--- src/rtl/core/lrct_pkg.sv ---
// Package for the LED ring countdown timer: constants, mode codes, gamma ROM.
// No dependencies.
package lrct_pkg;
    localparam int RingLeds = 12;
    localparam int LedW = 5;
    localparam int PixW = 4;
    localparam int ShadeTop = 8;
    localparam int BrightRows = 17;
    localparam int QDepth = 4;

    localparam logic [2:0] MODE_IDLE = 3'd0;
    localparam logic [2:0] MODE_DOWN = 3'd1;
    localparam logic [2:0] MODE_ALERT = 3'd2;
    localparam logic [2:0] MODE_UP = 3'd3;
    localparam logic [2:0] MODE_SETT = 3'd4;
    localparam logic [2:0] MODE_SETA = 3'd5;

    localparam logic [1:0] REG_TPLED = 2'd0;
    localparam logic [1:0] REG_TPLVL = 2'd1;
    localparam logic [1:0] REG_FLASH = 2'd2;
    localparam logic [1:0] REG_TMO = 2'd3;

    typedef struct packed {
        logic start;
        logic add;
        logic long_add;
    } t_tick;

    typedef logic [23:0] t_pix;

    function automatic logic [7:0] gamma(input logic [4:0] row_in, input logic [3:0] col_in);
        logic [4:0] r;
        logic [3:0] c;
        logic [7:0] t [0:152];
        r = (row_in > 5'd16) ? 5'd16 : row_in;
        c = (col_in > 4'd8) ? 4'd8 : col_in;
        t = '{
            0,1,1,2,2,3,3,4,4,
            0,1,2,3,4,5,6,7,8,
            0,1,2,3,4,6,8,10,12,
            0,1,2,4,6,9,11,14,18,
            0,1,2,4,7,10,15,20,26,
            0,1,3,5,9,14,20,27,35,
            0,1,4,7,12,18,26,35,46,
            0,1,4,9,15,23,33,44,58,
            0,1,3,8,15,25,38,54,73,
            0,1,4,9,18,30,46,65,89,
            0,1,4,11,22,36,55,79,107,
            0,1,5,13,26,43,65,93,126,
            0,1,6,16,30,50,76,109,148,
            0,1,7,18,35,58,89,127,172,
            0,2,8,21,40,67,102,145,197,
            0,2,9,24,46,76,116,166,225,
            0,2,11,27,52,87,132,188,255};
        return t[8'(r) * 8'd9 + 8'(c)];
    endfunction
endpackage

--- src/rtl/core/lrct_if.sv ---
// Valid/ready channel interfaces for ticks, pixels and configuration writes.
// No dependencies.
interface lrct_tick_if;
    logic valid;
    logic ready;
    logic start_pressed;
    logic add_pressed;
    logic add_long_pressed;
    modport source(output valid, start_pressed, add_pressed, add_long_pressed, input ready);
    modport sink(input valid, start_pressed, add_pressed, add_long_pressed, output ready);
endinterface

interface lrct_pix_if;
    logic valid;
    logic ready;
    logic [3:0] pixel_index;
    logic [7:0] red_level;
    logic [7:0] green_level;
    logic [7:0] blue_level;
    logic last_pixel;
    logic [2:0] mode_now;
    modport source(output valid, pixel_index, red_level, green_level, blue_level, last_pixel,
                   mode_now, input ready);
    modport sink(input valid, pixel_index, red_level, green_level, blue_level, last_pixel,
                 mode_now, output ready);
endinterface

interface lrct_cfg_if;
    logic valid;
    logic ready;
    logic [1:0] index;
    logic [31:0] data;
    modport source(output valid, index, data, input ready);
    modport sink(input valid, index, data, output ready);
endinterface

--- src/rtl/core/lrct_queue.sv ---
// Short tick queue between the front and back halves.
// Depends on lrct_pkg.
module lrct_queue (
    input  logic              i_clk,
    input  logic              i_rst_n,
    input  logic              i_push,
    input  lrct_pkg::t_tick   i_data,
    output logic              o_full,
    input  logic              i_pop,
    output logic              o_empty,
    output lrct_pkg::t_tick   o_data
);
    localparam int AW = $clog2(lrct_pkg::QDepth);
    lrct_pkg::t_tick r_mem [lrct_pkg::QDepth];
    logic [AW-1:0] r_wp, r_rp;
    logic [AW:0] r_cnt;

    assign o_full = (r_cnt == (AW+1)'(lrct_pkg::QDepth));
    assign o_empty = (r_cnt == '0);
    assign o_data = r_mem[r_rp];

    always_ff @(posedge i_clk) begin
        if (i_push) r_mem[r_wp] <= i_data;
        if (!i_rst_n) begin
            r_wp <= '0;
            r_rp <= '0;
            r_cnt <= '0;
        end else begin
            if (i_push) r_wp <= r_wp + 1'b1;
            if (i_pop) r_rp <= r_rp + 1'b1;
            r_cnt <= r_cnt + (AW+1)'(i_push) - (AW+1)'(i_pop);
        end
    end
endmodule

--- src/rtl/core/lrct_engine.sv ---
// Back half: runs the mode controller per tick, then streams the frame out when the ring changes.
// Depends on lrct_pkg and lrct_if.
module lrct_engine (
    input  logic              i_clk,
    input  logic              i_rst_n,
    input  logic              i_valid,
    input  lrct_pkg::t_tick   i_tick,
    output logic              o_pop,
    input  logic [31:0]       i_tpled,
    input  logic [28:0]       i_tplvl,
    input  logic [15:0]       i_flash,
    input  logic [31:0]       i_tmo,
    output logic              o_busy,
    lrct_pix_if.source        pix
);
    localparam logic [1:0] ST_RUN = 2'd0;
    localparam logic [1:0] ST_MUL = 2'd1;
    localparam logic [1:0] ST_OUT = 2'd2;

    logic [1:0] r_st, n_st;
    logic [2:0] r_mode, n_mode;
    logic [4:0] r_lit, n_lit;
    logic [3:0] r_shade, n_shade;
    logic [31:0] r_tick, n_tick, r_lvl, n_lvl, r_total;
    logic [4:0] r_tsel, n_tsel, r_asel, n_asel;
    logic r_phase, n_phase;
    lrct_pkg::t_pix r_pix [lrct_pkg::RingLeds];
    lrct_pkg::t_pix n_pix [lrct_pkg::RingLeds];
    logic [4:0] r_mul_a, n_mul_a;
    logic n_mul;
    logic [3:0] r_idx;
    logic show;
    logic [63:0] prod;

    assign prod = 64'(r_mul_a) * 64'(i_tpled);

    function automatic logic [4:0] bump(input logic [4:0] s_in, input logic up);
        logic [4:0] s;
        s = (s_in > 5'd16) ? 5'd16 : s_in;
        if (up) return (s == 5'd16) ? 5'd0 : s + 5'd1;
        return (s == 5'd0) ? 5'd16 : s - 5'd1;
    endfunction

    always_comb begin
        logic st, ad, lg, both, hit;
        logic [31:0] lvl;
        logic [7:0] v;
        st = i_tick.start; ad = i_tick.add; lg = i_tick.long_add;
        both = st && ad;
        n_mode = r_mode; n_lit = r_lit; n_shade = r_shade; n_tick = r_tick; n_lvl = r_lvl;
        n_tsel = r_tsel; n_asel = r_asel; n_phase = r_phase; n_pix = r_pix;
        n_mul_a = r_mul_a; n_mul = 1'b0; show = 1'b0; hit = 1'b0; v = '0;
        lvl = (i_tplvl == '0) ? 32'd1 : 32'(i_tplvl);
        if (r_mode >= lrct_pkg::MODE_DOWN && r_mode <= lrct_pkg::MODE_SETA) begin
            if (r_tick != '1) n_tick = r_tick + 32'd1;
            n_lvl = (r_lvl + 32'd1 >= lvl) ? 32'd0 : r_lvl + 32'd1;
        end
        unique case (r_mode) inside
            lrct_pkg::MODE_IDLE: begin
                v = lrct_pkg::gamma(r_tsel, 4'(lrct_pkg::ShadeTop));
                if (both) begin
                    hit = 1'b1;
                end else if (ad) begin
                    show = 1'b1;
                    if (r_lit < 5'(lrct_pkg::RingLeds)) begin
                        n_pix[r_lit[3:0]][7:0] = v;
                        n_lit = r_lit + 5'd1;
                    end else hit = 1'b1;
                end else if (st) begin
                    show = 1'b1; n_mul = 1'b1;
                    n_tick = '0; n_lvl = '0; n_shade = 4'(lrct_pkg::ShadeTop);
                    if (r_lit > 0) begin
                        n_mul_a = r_lit;
                        for (int i = 0; i < lrct_pkg::RingLeds; i++)
                            if (5'(i) < r_lit) n_pix[i] = {v, 16'd0};
                        n_lit = r_lit - 5'd1;
                        n_mode = lrct_pkg::MODE_DOWN;
                    end else begin
                        n_mul_a = 5'(lrct_pkg::RingLeds);
                        for (int i = 0; i < lrct_pkg::RingLeds; i++) n_pix[i] = '0;
                        n_mode = lrct_pkg::MODE_UP;
                    end
                end else if (lg) begin
                    show = 1'b1; n_tick = '0;
                    for (int i = 0; i < lrct_pkg::RingLeds; i++)
                        n_pix[i] = (i % 2 == 0) ? {8'd0, v, 8'd0} : '0;
                    n_mode = lrct_pkg::MODE_SETT;
                end
            end
            lrct_pkg::MODE_DOWN, lrct_pkg::MODE_UP: begin
                if ((r_mode == lrct_pkg::MODE_DOWN) ? both : st) hit = 1'b1;
                else if (n_lvl == '0) begin
                    if (r_lit < 5'(lrct_pkg::RingLeds)) begin
                        show = 1'b1;
                        n_shade = r_shade - 4'd1;
                        if (r_mode == lrct_pkg::MODE_DOWN) begin
                            n_pix[r_lit[3:0]][23:16] = lrct_pkg::gamma(r_tsel, n_shade);
                            if (n_shade == 0) begin
                                n_lit = r_lit - 5'd1;
                                n_shade = 4'(lrct_pkg::ShadeTop);
                            end
                        end else begin
                            n_pix[r_lit[3:0]][15:8] =
                                lrct_pkg::gamma(r_tsel, 4'(lrct_pkg::ShadeTop) - n_shade);
                            if (n_shade == 0) begin
                                n_lit = r_lit + 5'd1;
                                n_shade = 4'(lrct_pkg::ShadeTop);
                            end
                        end
                    end
                end else if (n_tick >= r_total) begin
                    if (r_mode == lrct_pkg::MODE_DOWN) begin
                        n_tick = '0; n_mode = lrct_pkg::MODE_ALERT;
                    end else hit = 1'b1;
                end
            end
            lrct_pkg::MODE_ALERT: begin
                if (both) hit = 1'b1;
                else if (st) begin
                    show = 1'b1; n_mul = 1'b1; n_mul_a = 5'(lrct_pkg::RingLeds);
                    for (int i = 0; i < lrct_pkg::RingLeds; i++) n_pix[i] = '0;
                    n_lit = '0; n_tick = '0; n_lvl = '0;
                    n_shade = 4'(lrct_pkg::ShadeTop); n_mode = lrct_pkg::MODE_UP;
                end else if (n_tick >= 32'(i_flash)) begin
                    v = lrct_pkg::gamma(r_asel, 4'(lrct_pkg::ShadeTop));
                    for (int i = 0; i < lrct_pkg::RingLeds; i++)
                        n_pix[i][23:16] = ((i % 2 == 1) == r_phase) ? v : 8'd0;
                    n_phase = !r_phase; n_tick = '0; show = 1'b1;
                end
            end
            lrct_pkg::MODE_SETT: begin
                if (both) begin
                    show = 1'b1; n_tick = '0;
                    v = lrct_pkg::gamma(r_asel, 4'(lrct_pkg::ShadeTop));
                    for (int i = 0; i < lrct_pkg::RingLeds; i++)
                        n_pix[i] = (i % 2 == 0) ? {v, 16'd0} : '0;
                    n_mode = lrct_pkg::MODE_SETA;
                end else if (n_tick >= i_tmo) hit = 1'b1;
                else if (ad || st) begin
                    show = 1'b1; n_tick = '0;
                    n_tsel = bump(r_tsel, ad);
                    v = lrct_pkg::gamma(n_tsel, 4'(lrct_pkg::ShadeTop));
                    for (int i = 0; i < lrct_pkg::RingLeds; i += 2) n_pix[i][15:8] = v;
                end
            end
            lrct_pkg::MODE_SETA: begin
                if (n_tick >= i_tmo || both) hit = 1'b1;
                else if (ad || st) begin
                    show = 1'b1; n_tick = '0;
                    n_asel = bump(r_asel, ad);
                    v = lrct_pkg::gamma(n_asel, 4'(lrct_pkg::ShadeTop));
                    for (int i = 0; i < lrct_pkg::RingLeds; i += 2) n_pix[i][23:16] = v;
                end
            end
            default: n_mode = lrct_pkg::MODE_IDLE;
        endcase
        // Return to idle: clear the ring and drop the lit count.
        if (hit) begin
            show = 1'b1; n_lit = '0; n_mode = lrct_pkg::MODE_IDLE;
            for (int i = 0; i < lrct_pkg::RingLeds; i++) n_pix[i] = '0;
        end
    end

    assign o_pop = (r_st == ST_RUN) && i_valid;
    assign o_busy = (r_st != ST_RUN);

    always_comb begin
        n_st = r_st;
        unique case (r_st)
            ST_RUN: if (i_valid && show) n_st = n_mul ? ST_MUL : ST_OUT;
            ST_MUL: n_st = ST_OUT;
            ST_OUT: if (pix.ready && r_idx == 4'(lrct_pkg::RingLeds - 1)) n_st = ST_RUN;
            default: n_st = ST_RUN;
        endcase
    end

    assign pix.valid = (r_st == ST_OUT);
    assign pix.pixel_index = r_idx;
    assign pix.red_level = r_pix[r_idx][23:16];
    assign pix.green_level = r_pix[r_idx][15:8];
    assign pix.blue_level = r_pix[r_idx][7:0];
    assign pix.last_pixel = (r_idx == 4'(lrct_pkg::RingLeds - 1));
    assign pix.mode_now = r_mode;

    always_ff @(posedge i_clk) begin
        if (o_pop) r_mul_a <= n_mul_a;
        if (!i_rst_n) begin
            r_st <= ST_RUN; r_mode <= lrct_pkg::MODE_IDLE; r_lit <= '0; r_shade <= '0;
            r_tick <= '0; r_lvl <= '0; r_tsel <= 5'd6; r_asel <= 5'd9; r_phase <= 1'b0;
            r_idx <= '0; r_total <= '0;
            for (int i = 0; i < lrct_pkg::RingLeds; i++) r_pix[i] <= '0;
        end else begin
            r_st <= n_st;
            if (o_pop) begin
                r_mode <= n_mode; r_lit <= n_lit; r_shade <= n_shade; r_tick <= n_tick;
                r_lvl <= n_lvl; r_tsel <= n_tsel; r_asel <= n_asel; r_phase <= n_phase;
                r_pix <= n_pix;
            end
            if (r_st == ST_MUL) r_total <= (prod[63:32] != '0) ? '1 : prod[31:0];
            if (r_st == ST_OUT && pix.ready)
                r_idx <= pix.last_pixel ? '0 : r_idx + 4'd1;
        end
    end
endmodule

--- src/rtl/core/led_ring_countdown_timer.sv ---
// Top level of the LED ring countdown timer: config registers, tick queue, engine.
// Depends on lrct_pkg, lrct_if, lrct_queue, lrct_engine.
//
// channel   dir  beat
// tick_in   in   one timer tick: start, add, long-add flags
// pix_out   out  one pixel of the frame, last flagged
// cfg       in   one register write: index, 32-bit data
//
// A tick is decided combinationally; a tick that changes the ring emits 12 pixel
// beats, one a cycle while pix_out is ready, after a multiply state for the lit-count
// times ticks_per_led product when a count starts. The 4-deep tick queue takes ticks
// while a frame streams; output stalls hold the current pixel. Reset is synchronous:
// mode idle, ring dark, brightness rows six and nine, registers to defaults.
module led_ring_countdown_timer (
    input  logic        i_clk,
    input  logic        i_rst_n,
    lrct_tick_if.sink   tick_in,
    lrct_pix_if.source  pix_out,
    lrct_cfg_if.sink    cfg
);
    logic [31:0] r_tpled, r_tmo;
    logic [28:0] r_tplvl;
    logic [15:0] r_flash;
    logic q_full, q_empty, pop, busy;
    lrct_pkg::t_tick q_in, q_out;

    // Hold configuration; writes must arrive only while idle, the block does not enforce it.
    assign cfg.ready = 1'b1;
    always_ff @(posedge i_clk) begin
        if (!i_rst_n) begin
            r_tpled <= 32'd500; r_tplvl <= 29'd62; r_flash <= 16'd100; r_tmo <= 32'd6000;
        end else if (cfg.valid) begin
            case (cfg.index)
                lrct_pkg::REG_TPLED: r_tpled <= cfg.data;
                lrct_pkg::REG_TPLVL: r_tplvl <= cfg.data[28:0];
                lrct_pkg::REG_FLASH: r_flash <= cfg.data[15:0];
                lrct_pkg::REG_TMO: r_tmo <= cfg.data;
                default: ;
            endcase
        end
    end

    // Front: queue incoming ticks.
    assign tick_in.ready = !q_full;
    assign q_in = '{start: tick_in.start_pressed, add: tick_in.add_pressed,
                    long_add: tick_in.add_long_pressed};

    lrct_queue u_queue (
        .i_clk(i_clk), .i_rst_n(i_rst_n),
        .i_push(tick_in.valid && !q_full), .i_data(q_in), .o_full(q_full),
        .i_pop(pop), .o_empty(q_empty), .o_data(q_out)
    );

    // Back: decide each tick and stream the frame.
    lrct_engine u_engine (
        .i_clk(i_clk), .i_rst_n(i_rst_n),
        .i_valid(!q_empty), .i_tick(q_out), .o_pop(pop),
        .i_tpled(r_tpled), .i_tplvl(r_tplvl), .i_flash(r_flash), .i_tmo(r_tmo),
        .o_busy(busy), .pix(pix_out)
    );

    a_last_idx: assert property (@(posedge i_clk) disable iff (!i_rst_n)
        pix_out.valid && pix_out.last_pixel |-> pix_out.pixel_index == 4'd11)
        else $error("last pixel flag off position");
    a_no_pop_busy: assert property (@(posedge i_clk) disable iff (!i_rst_n)
        busy |-> !pop)
        else $error("tick taken while frame in flight");
    a_mode_stable: assert property (@(posedge i_clk) disable iff (!i_rst_n)
        pix_out.valid && $past(pix_out.valid) && $past(i_rst_n) |-> $stable(pix_out.mode_now))
        else $error("mode changed within a frame");
endmodule

--- src/flat_wrapper.sv ---
// flat-port wrapper written by rule: the top's interface ports become plain ports
module led_ring_countdown_timer_flat 
  (i_clk, i_rst_n, tick_in_valid, tick_in_start_pressed, tick_in_add_pressed, tick_in_add_long_pressed, tick_in_ready, pix_out_valid, pix_out_pixel_index, pix_out_red_level, pix_out_green_level, pix_out_blue_level, pix_out_last_pixel, pix_out_mode_now, pix_out_ready, cfg_valid, cfg_index, cfg_data, cfg_ready);
  lrct_tick_if tick_in_i ();
  lrct_pix_if pix_out_i ();
  lrct_cfg_if cfg_i ();
  input  logic i_clk;
  input  logic i_rst_n;
  input wire logic [$bits(tick_in_i.valid)-1:0] tick_in_valid;
  input wire logic [$bits(tick_in_i.start_pressed)-1:0] tick_in_start_pressed;
  input wire logic [$bits(tick_in_i.add_pressed)-1:0] tick_in_add_pressed;
  input wire logic [$bits(tick_in_i.add_long_pressed)-1:0] tick_in_add_long_pressed;
  output wire logic [$bits(tick_in_i.ready)-1:0] tick_in_ready;
  output wire logic [$bits(pix_out_i.valid)-1:0] pix_out_valid;
  output wire logic [$bits(pix_out_i.pixel_index)-1:0] pix_out_pixel_index;
  output wire logic [$bits(pix_out_i.red_level)-1:0] pix_out_red_level;
  output wire logic [$bits(pix_out_i.green_level)-1:0] pix_out_green_level;
  output wire logic [$bits(pix_out_i.blue_level)-1:0] pix_out_blue_level;
  output wire logic [$bits(pix_out_i.last_pixel)-1:0] pix_out_last_pixel;
  output wire logic [$bits(pix_out_i.mode_now)-1:0] pix_out_mode_now;
  input wire logic [$bits(pix_out_i.ready)-1:0] pix_out_ready;
  input wire logic [$bits(cfg_i.valid)-1:0] cfg_valid;
  input wire logic [$bits(cfg_i.index)-1:0] cfg_index;
  input wire logic [$bits(cfg_i.data)-1:0] cfg_data;
  output wire logic [$bits(cfg_i.ready)-1:0] cfg_ready;
  assign tick_in_i.valid = tick_in_valid;
  assign tick_in_i.start_pressed = tick_in_start_pressed;
  assign tick_in_i.add_pressed = tick_in_add_pressed;
  assign tick_in_i.add_long_pressed = tick_in_add_long_pressed;
  assign tick_in_ready = tick_in_i.ready;
  assign pix_out_valid = pix_out_i.valid;
  assign pix_out_pixel_index = pix_out_i.pixel_index;
  assign pix_out_red_level = pix_out_i.red_level;
  assign pix_out_green_level = pix_out_i.green_level;
  assign pix_out_blue_level = pix_out_i.blue_level;
  assign pix_out_last_pixel = pix_out_i.last_pixel;
  assign pix_out_mode_now = pix_out_i.mode_now;
  assign pix_out_i.ready = pix_out_ready;
  assign cfg_i.valid = cfg_valid;
  assign cfg_i.index = cfg_index;
  assign cfg_i.data = cfg_data;
  assign cfg_ready = cfg_i.ready;
  led_ring_countdown_timer u_core (.i_clk(i_clk), .i_rst_n(i_rst_n), .tick_in(tick_in_i), .pix_out(pix_out_i), .cfg(cfg_i));
endmodule
--- config.mk ---
export PLATFORM = sky130hd
export DESIGN_NAME = led_ring_countdown_timer_flat
export DESIGN_NICKNAME = d
export VERILOG_FILES = /design/src/rtl/core/lrct_pkg.sv /design/src/rtl/core/lrct_if.sv /design/src/rtl/core/lrct_queue.sv /design/src/rtl/core/lrct_engine.sv /design/src/rtl/core/led_ring_countdown_timer.sv /design/src/flat_wrapper.sv
export SDC_FILE = /design/constraint.sdc
export NUM_CORES = 2
export LEC_CHECK = 0
export ABC_AREA = 0
export BUFFER_PORTS_ARGS = -buffer_cell sky130_fd_sc_hd__buf_2
export CORE_MARGIN = 1.5
export CORE_UTILIZATION = 35
export CTS_CLUSTER_DIAMETER = 150
export CTS_CLUSTER_SIZE = 12
export DETAILED_ROUTE_END_ITERATION = 10
export PLACE_DENSITY = 0.51
export SYNTH_ARGS = -nofsm -noshare
export SYNTH_HDL_FRONTEND = slang
export SYNTH_HIERARCHICAL = 1
export SYNTH_SLANG_ARGS = --single-unit
--- constraint.sdc ---
create_clock -name i_clk -period 8.3 [get_ports i_clk]
set_clock_uncertainty 0.15 [all_clocks]
set_input_delay 0.415 -clock i_clk [delete_from_list [all_inputs] [get_ports i_clk]]
set_output_delay 0.415 -clock i_clk [all_outputs]
set_load 0.02 [all_outputs]
==> summary.md <==
| Metric | Value |
|---|---|
| Status | complete, no violations |
| Endpoints failing setup | 0 |
| GRT Util Overall | 25.84% |
| Post-synth top area cell | dfxtp_1 |
| Max Fclk | 0.1369 GHz |
| Gr busiest metal | met2 |
| Drc violations | 0 |
| Syn Nets | 6502 |
| Clock Pin Slew Worst Setup and Hold Paths | 0.09 ns |
| Synth cell count leaders | nand2_1, dfxtp_1, nor2_1, clkbuf_1, o21ai_0 |
| Reg2reg path depth | 19 |
| Hold WC Path Type | in -> reg |
| Setup bufs post-CTS | 0 |
| CTS Hold Bufs | 18 |
| MaxCap Viol Count | 0 |
| Area Growth Syn to Fin | 7.110% |
| Final hold slack | 0.03504 ns |
| Largest net degree at the start of global routing | 175 |
| Avg Cell Area, Syn | around 7.9 sq um |
| Post-synth cell types | 110 |
| Vias in the first global route | ~45000 |
| CP endpoint kind | register |
| Fill cell count | between 10000 and 15000 |
| Most frequent cell after synthesis | nand2_1 |
| Async SR Flop Fraction | 0% |
| CTS buffer count | 51 |
| PostCTS Resize Cnt | 0 |
| Die Area | between 100000 and 150000 sq um |
| Clk buf depth | 3 |
| Synth Flop Type | dfxtp_1 |
| CP Launch Type | register |
| Die Y | around 370 um |
| H-tree depth | 2 |
| Flops & latches, synth | 548 |
| Hold Path Depth | 3 |
| GR Layer Usage met2 | 40.16% |
| Starting Density | 35.33% |
| WL final | 186000 um |
| Area after DPL | approximately 50000 sq um |
| Static leakage | 19.82 nW |
| RSZ-0062 raised after global routing | false |
| Num ports | 77 |
| Met1 global-route usage | 36.50% |
| Multi-input logic area | about 34000 sq um |
| Slew margin rel. | 12.96% |
| CTS Sinks | 548 |
| Max Slew Vio Count | 0 |
| Die Width | approximately 370 um |
| First-pass GRT wire length | 286000 um |
| FF/Latch Area | 11150 sq um |
| Routability cong. | 0.9546 |
| Top-area cell type share of the netlist area | 22.19% |
| Worst vdd ir | 0.2783 mV |
| M3 GR Usage | 3.000% |
| Drt via density | 6.185 |
| Remaining Overflow, GRT | 0 |
| Core area | 135600 sq um |
| Cell count after synthesis | 6069 |
| Post-synth EDFFs | 17 |
| Initial DRC count | 5159 |
| Fin area | roughly 51000 sq um |
| Critical Path AT | approximately 7.7 ns |
| Antenna violations before repair | 5 |
| Reg2reg start | u_core/u_engine/r_asel[4] |
| Hpwl dp | between 100000 and 150000 um |
| Critical path origin | u_core/u_engine/r_asel[4] |
| CP Data Required Time | 8.71 ns |
| Synth warn | 6 |
| CP Class | reg -> reg |
| Pre-antenna DRT Iters | 8 |
| Crit share post-route | 88.01% |
| Hold Crit Start | cfg_data[0] |
| Fin nets | between 6000 and 7000 |
| Top post-synthesis cells by area | dfxtp_1, ha_1, nand2_1 |
| Clk_lat worst skew | a little under 0.7 ns |
| CP max FO | 27 |
| PD cells | 383.6 nW/um^2 |
| Share of cells above drive strength 1 | 8.916% |
| Final Hold Fails | 0 |
| Root buffer cell | clkbuf_16 |
| Sequential share of the synthesized area | 23.25% |
| Cell Area, Synth | 47920 sq um |
| Wire length per cell | 24.24 um |
| Non-Filler Instances | 7673 |
| Measured slew at the worst slew-check pin | ~1.3 ns |
| Antenna viol nets, final | 0 |
| Fin crit period | 7.305 ns |
| Placed insts | 7587 |
| Cell Rows | approximately 140 |
| PortBufs | 75 |
| Setup TNS | 0 ns |
| CTS tree | built |
| Vias post-DR | ~47000 |
[cells in the final DEF, fill, tap and decap left out, types with 125 or more instances in the layout]
cell type and count:
nand2_1 765, ha_1 293, nor3_1 144, inv_1 289, mux2i_1 246, nor2_1 406
a21oi_1 320, o211ai_1 125, o21ai_0 358, dfxtp_1 528, nand3_1 234, and2_1 128
buf_4 145
[final cells by class]
class / instances / share of cell area (%)
Antenna cell: 4 / 0.01950
Clock buffer: 60 / 2.572
Clock inverter: 3 / 0.1487
Inverter: 294 / 2.155
Multi-Input combinational cell: 4743 / 65.77
Sequential cell: 548 / 21.72
Tap cell: 1781 / 4.342
Timing Repair Buffer: 240 / 3.272
[report_power, final]
| part | total, W | switching [W] | leakage, nW | internal, W |
|---|---|---|---|---|
| logic | 0.0141 | 0.00978 | 14.7 | 0.00428 |
| registers | 0.00339 | 0.000391 | 4.45 | 0.00300 |
| clock network | 0.00224 | 0.00112 | 0.675 | 0.00112 |
| total | 0.0197 | 0.0113 | 19.8 | 0.00840 |
[routing by layer]
| layer | vias up | share of wire (%) |
|---|---|---|
| li1 | 21914 | - |
| met1 | 23184 | 45 |
| met2 | 1994 | 44 |
| met3 | 364 | 6.8 |
| met4 | 2 | 3.9 |
| met5 | - | 0.0070 |
[worst paths after layout]
check | endpoint | slack (ns)
setup / recovery | u_core/u_engine/r_pix[45] | 0.99
setup reg to reg | u_core/u_engine/r_pix[45] | 0.99
hold reg to reg | u_core/r_tmo[23] | 0.31
hold / removal | u_core/r_tmo[0] | 0.04
[critical path, stage by stage, from the launching register on]
cell and delay (ns):
dfxtp_1 0.31, buf_4 0.26, nand2b_1 0.33, inv_1 0.31, ha_1 0.47, and3_1 0.26
a2bb2oi_1 0.36, nand2_1 0.33, clkinv_1 0.28, nand2_1 0.29, fa_1 0.58, inv_1 0.04
ha_1 0.58, buf_4 0.38, nand2_1 0.28, o41ai_1 0.56, mux2i_1 0.13, o21ai_0 0.89
a311oi_1 0.10, o31ai_1 0.25
[metrics by stage]
step                utilization (%)  power [W]  setup slack (ns)
CTS                           37.83    0.01942             1.115
floorplan                         -    0.01251             2.108
global placement              36.66    0.01716             1.180
global route                  37.84    0.02090            0.5140
detailed placement            36.66    0.01710             1.184
finish                        37.84    0.01969            0.9948
[logic make-up (layout without fill, tap and decap cells)]
| kind of cell | count (synthesis) | in the layout | synth area share [%] |
|---|---|---|---|
| other | 1 | 5 | 0.007826 |
| xor gates and xnor gates | 145 | 145 | 2.682 |
| adders and majority gates | 393 | 393 | 11.77 |
| DFF | 548 | 548 | 23.25 |
| buffers and inverters | 778 | 597 | 6.580 |
| muxes | 341 | 341 | 9.416 |
| AOI/OAI and AO/OA | 1740 | 1740 | 25.11 |
| and+or+nand+nor | 2123 | 2123 | 21.19 |
[flip-flops by register name (all words and copies together) (netlist names), named ones only]
register and flops:
u_core/u_engine/r_pix 288, u_core/r_tmo 32, u_core/r_tpled 32, u_core/u_engine/r_lvl 32
u_core/u_engine/r_tick 32, u_core/u_engine/r_total 32, u_core/r_tplvl 29, u_core/r_flash 16
u_core/u_queue/r_mem 12, u_core/u_engine/r_asel 5, u_core/u_engine/r_lit 5, u_core/u_engine/r_mul_a 5
u_core/u_engine/r_tsel 5, u_core/u_engine/pix.pixel_index 4, u_core/u_engine/r_shade 4, u_core/u_engine/pix.mode_now 3
u_core/u_queue/r_cnt 3, u_core/u_engine/r_st 2, u_core/u_queue/r_rp 2, u_core/u_queue/r_wp 2
u_core/u_engine/r_phase 1
No activity file was read; power rests on OpenSTA's default activity.
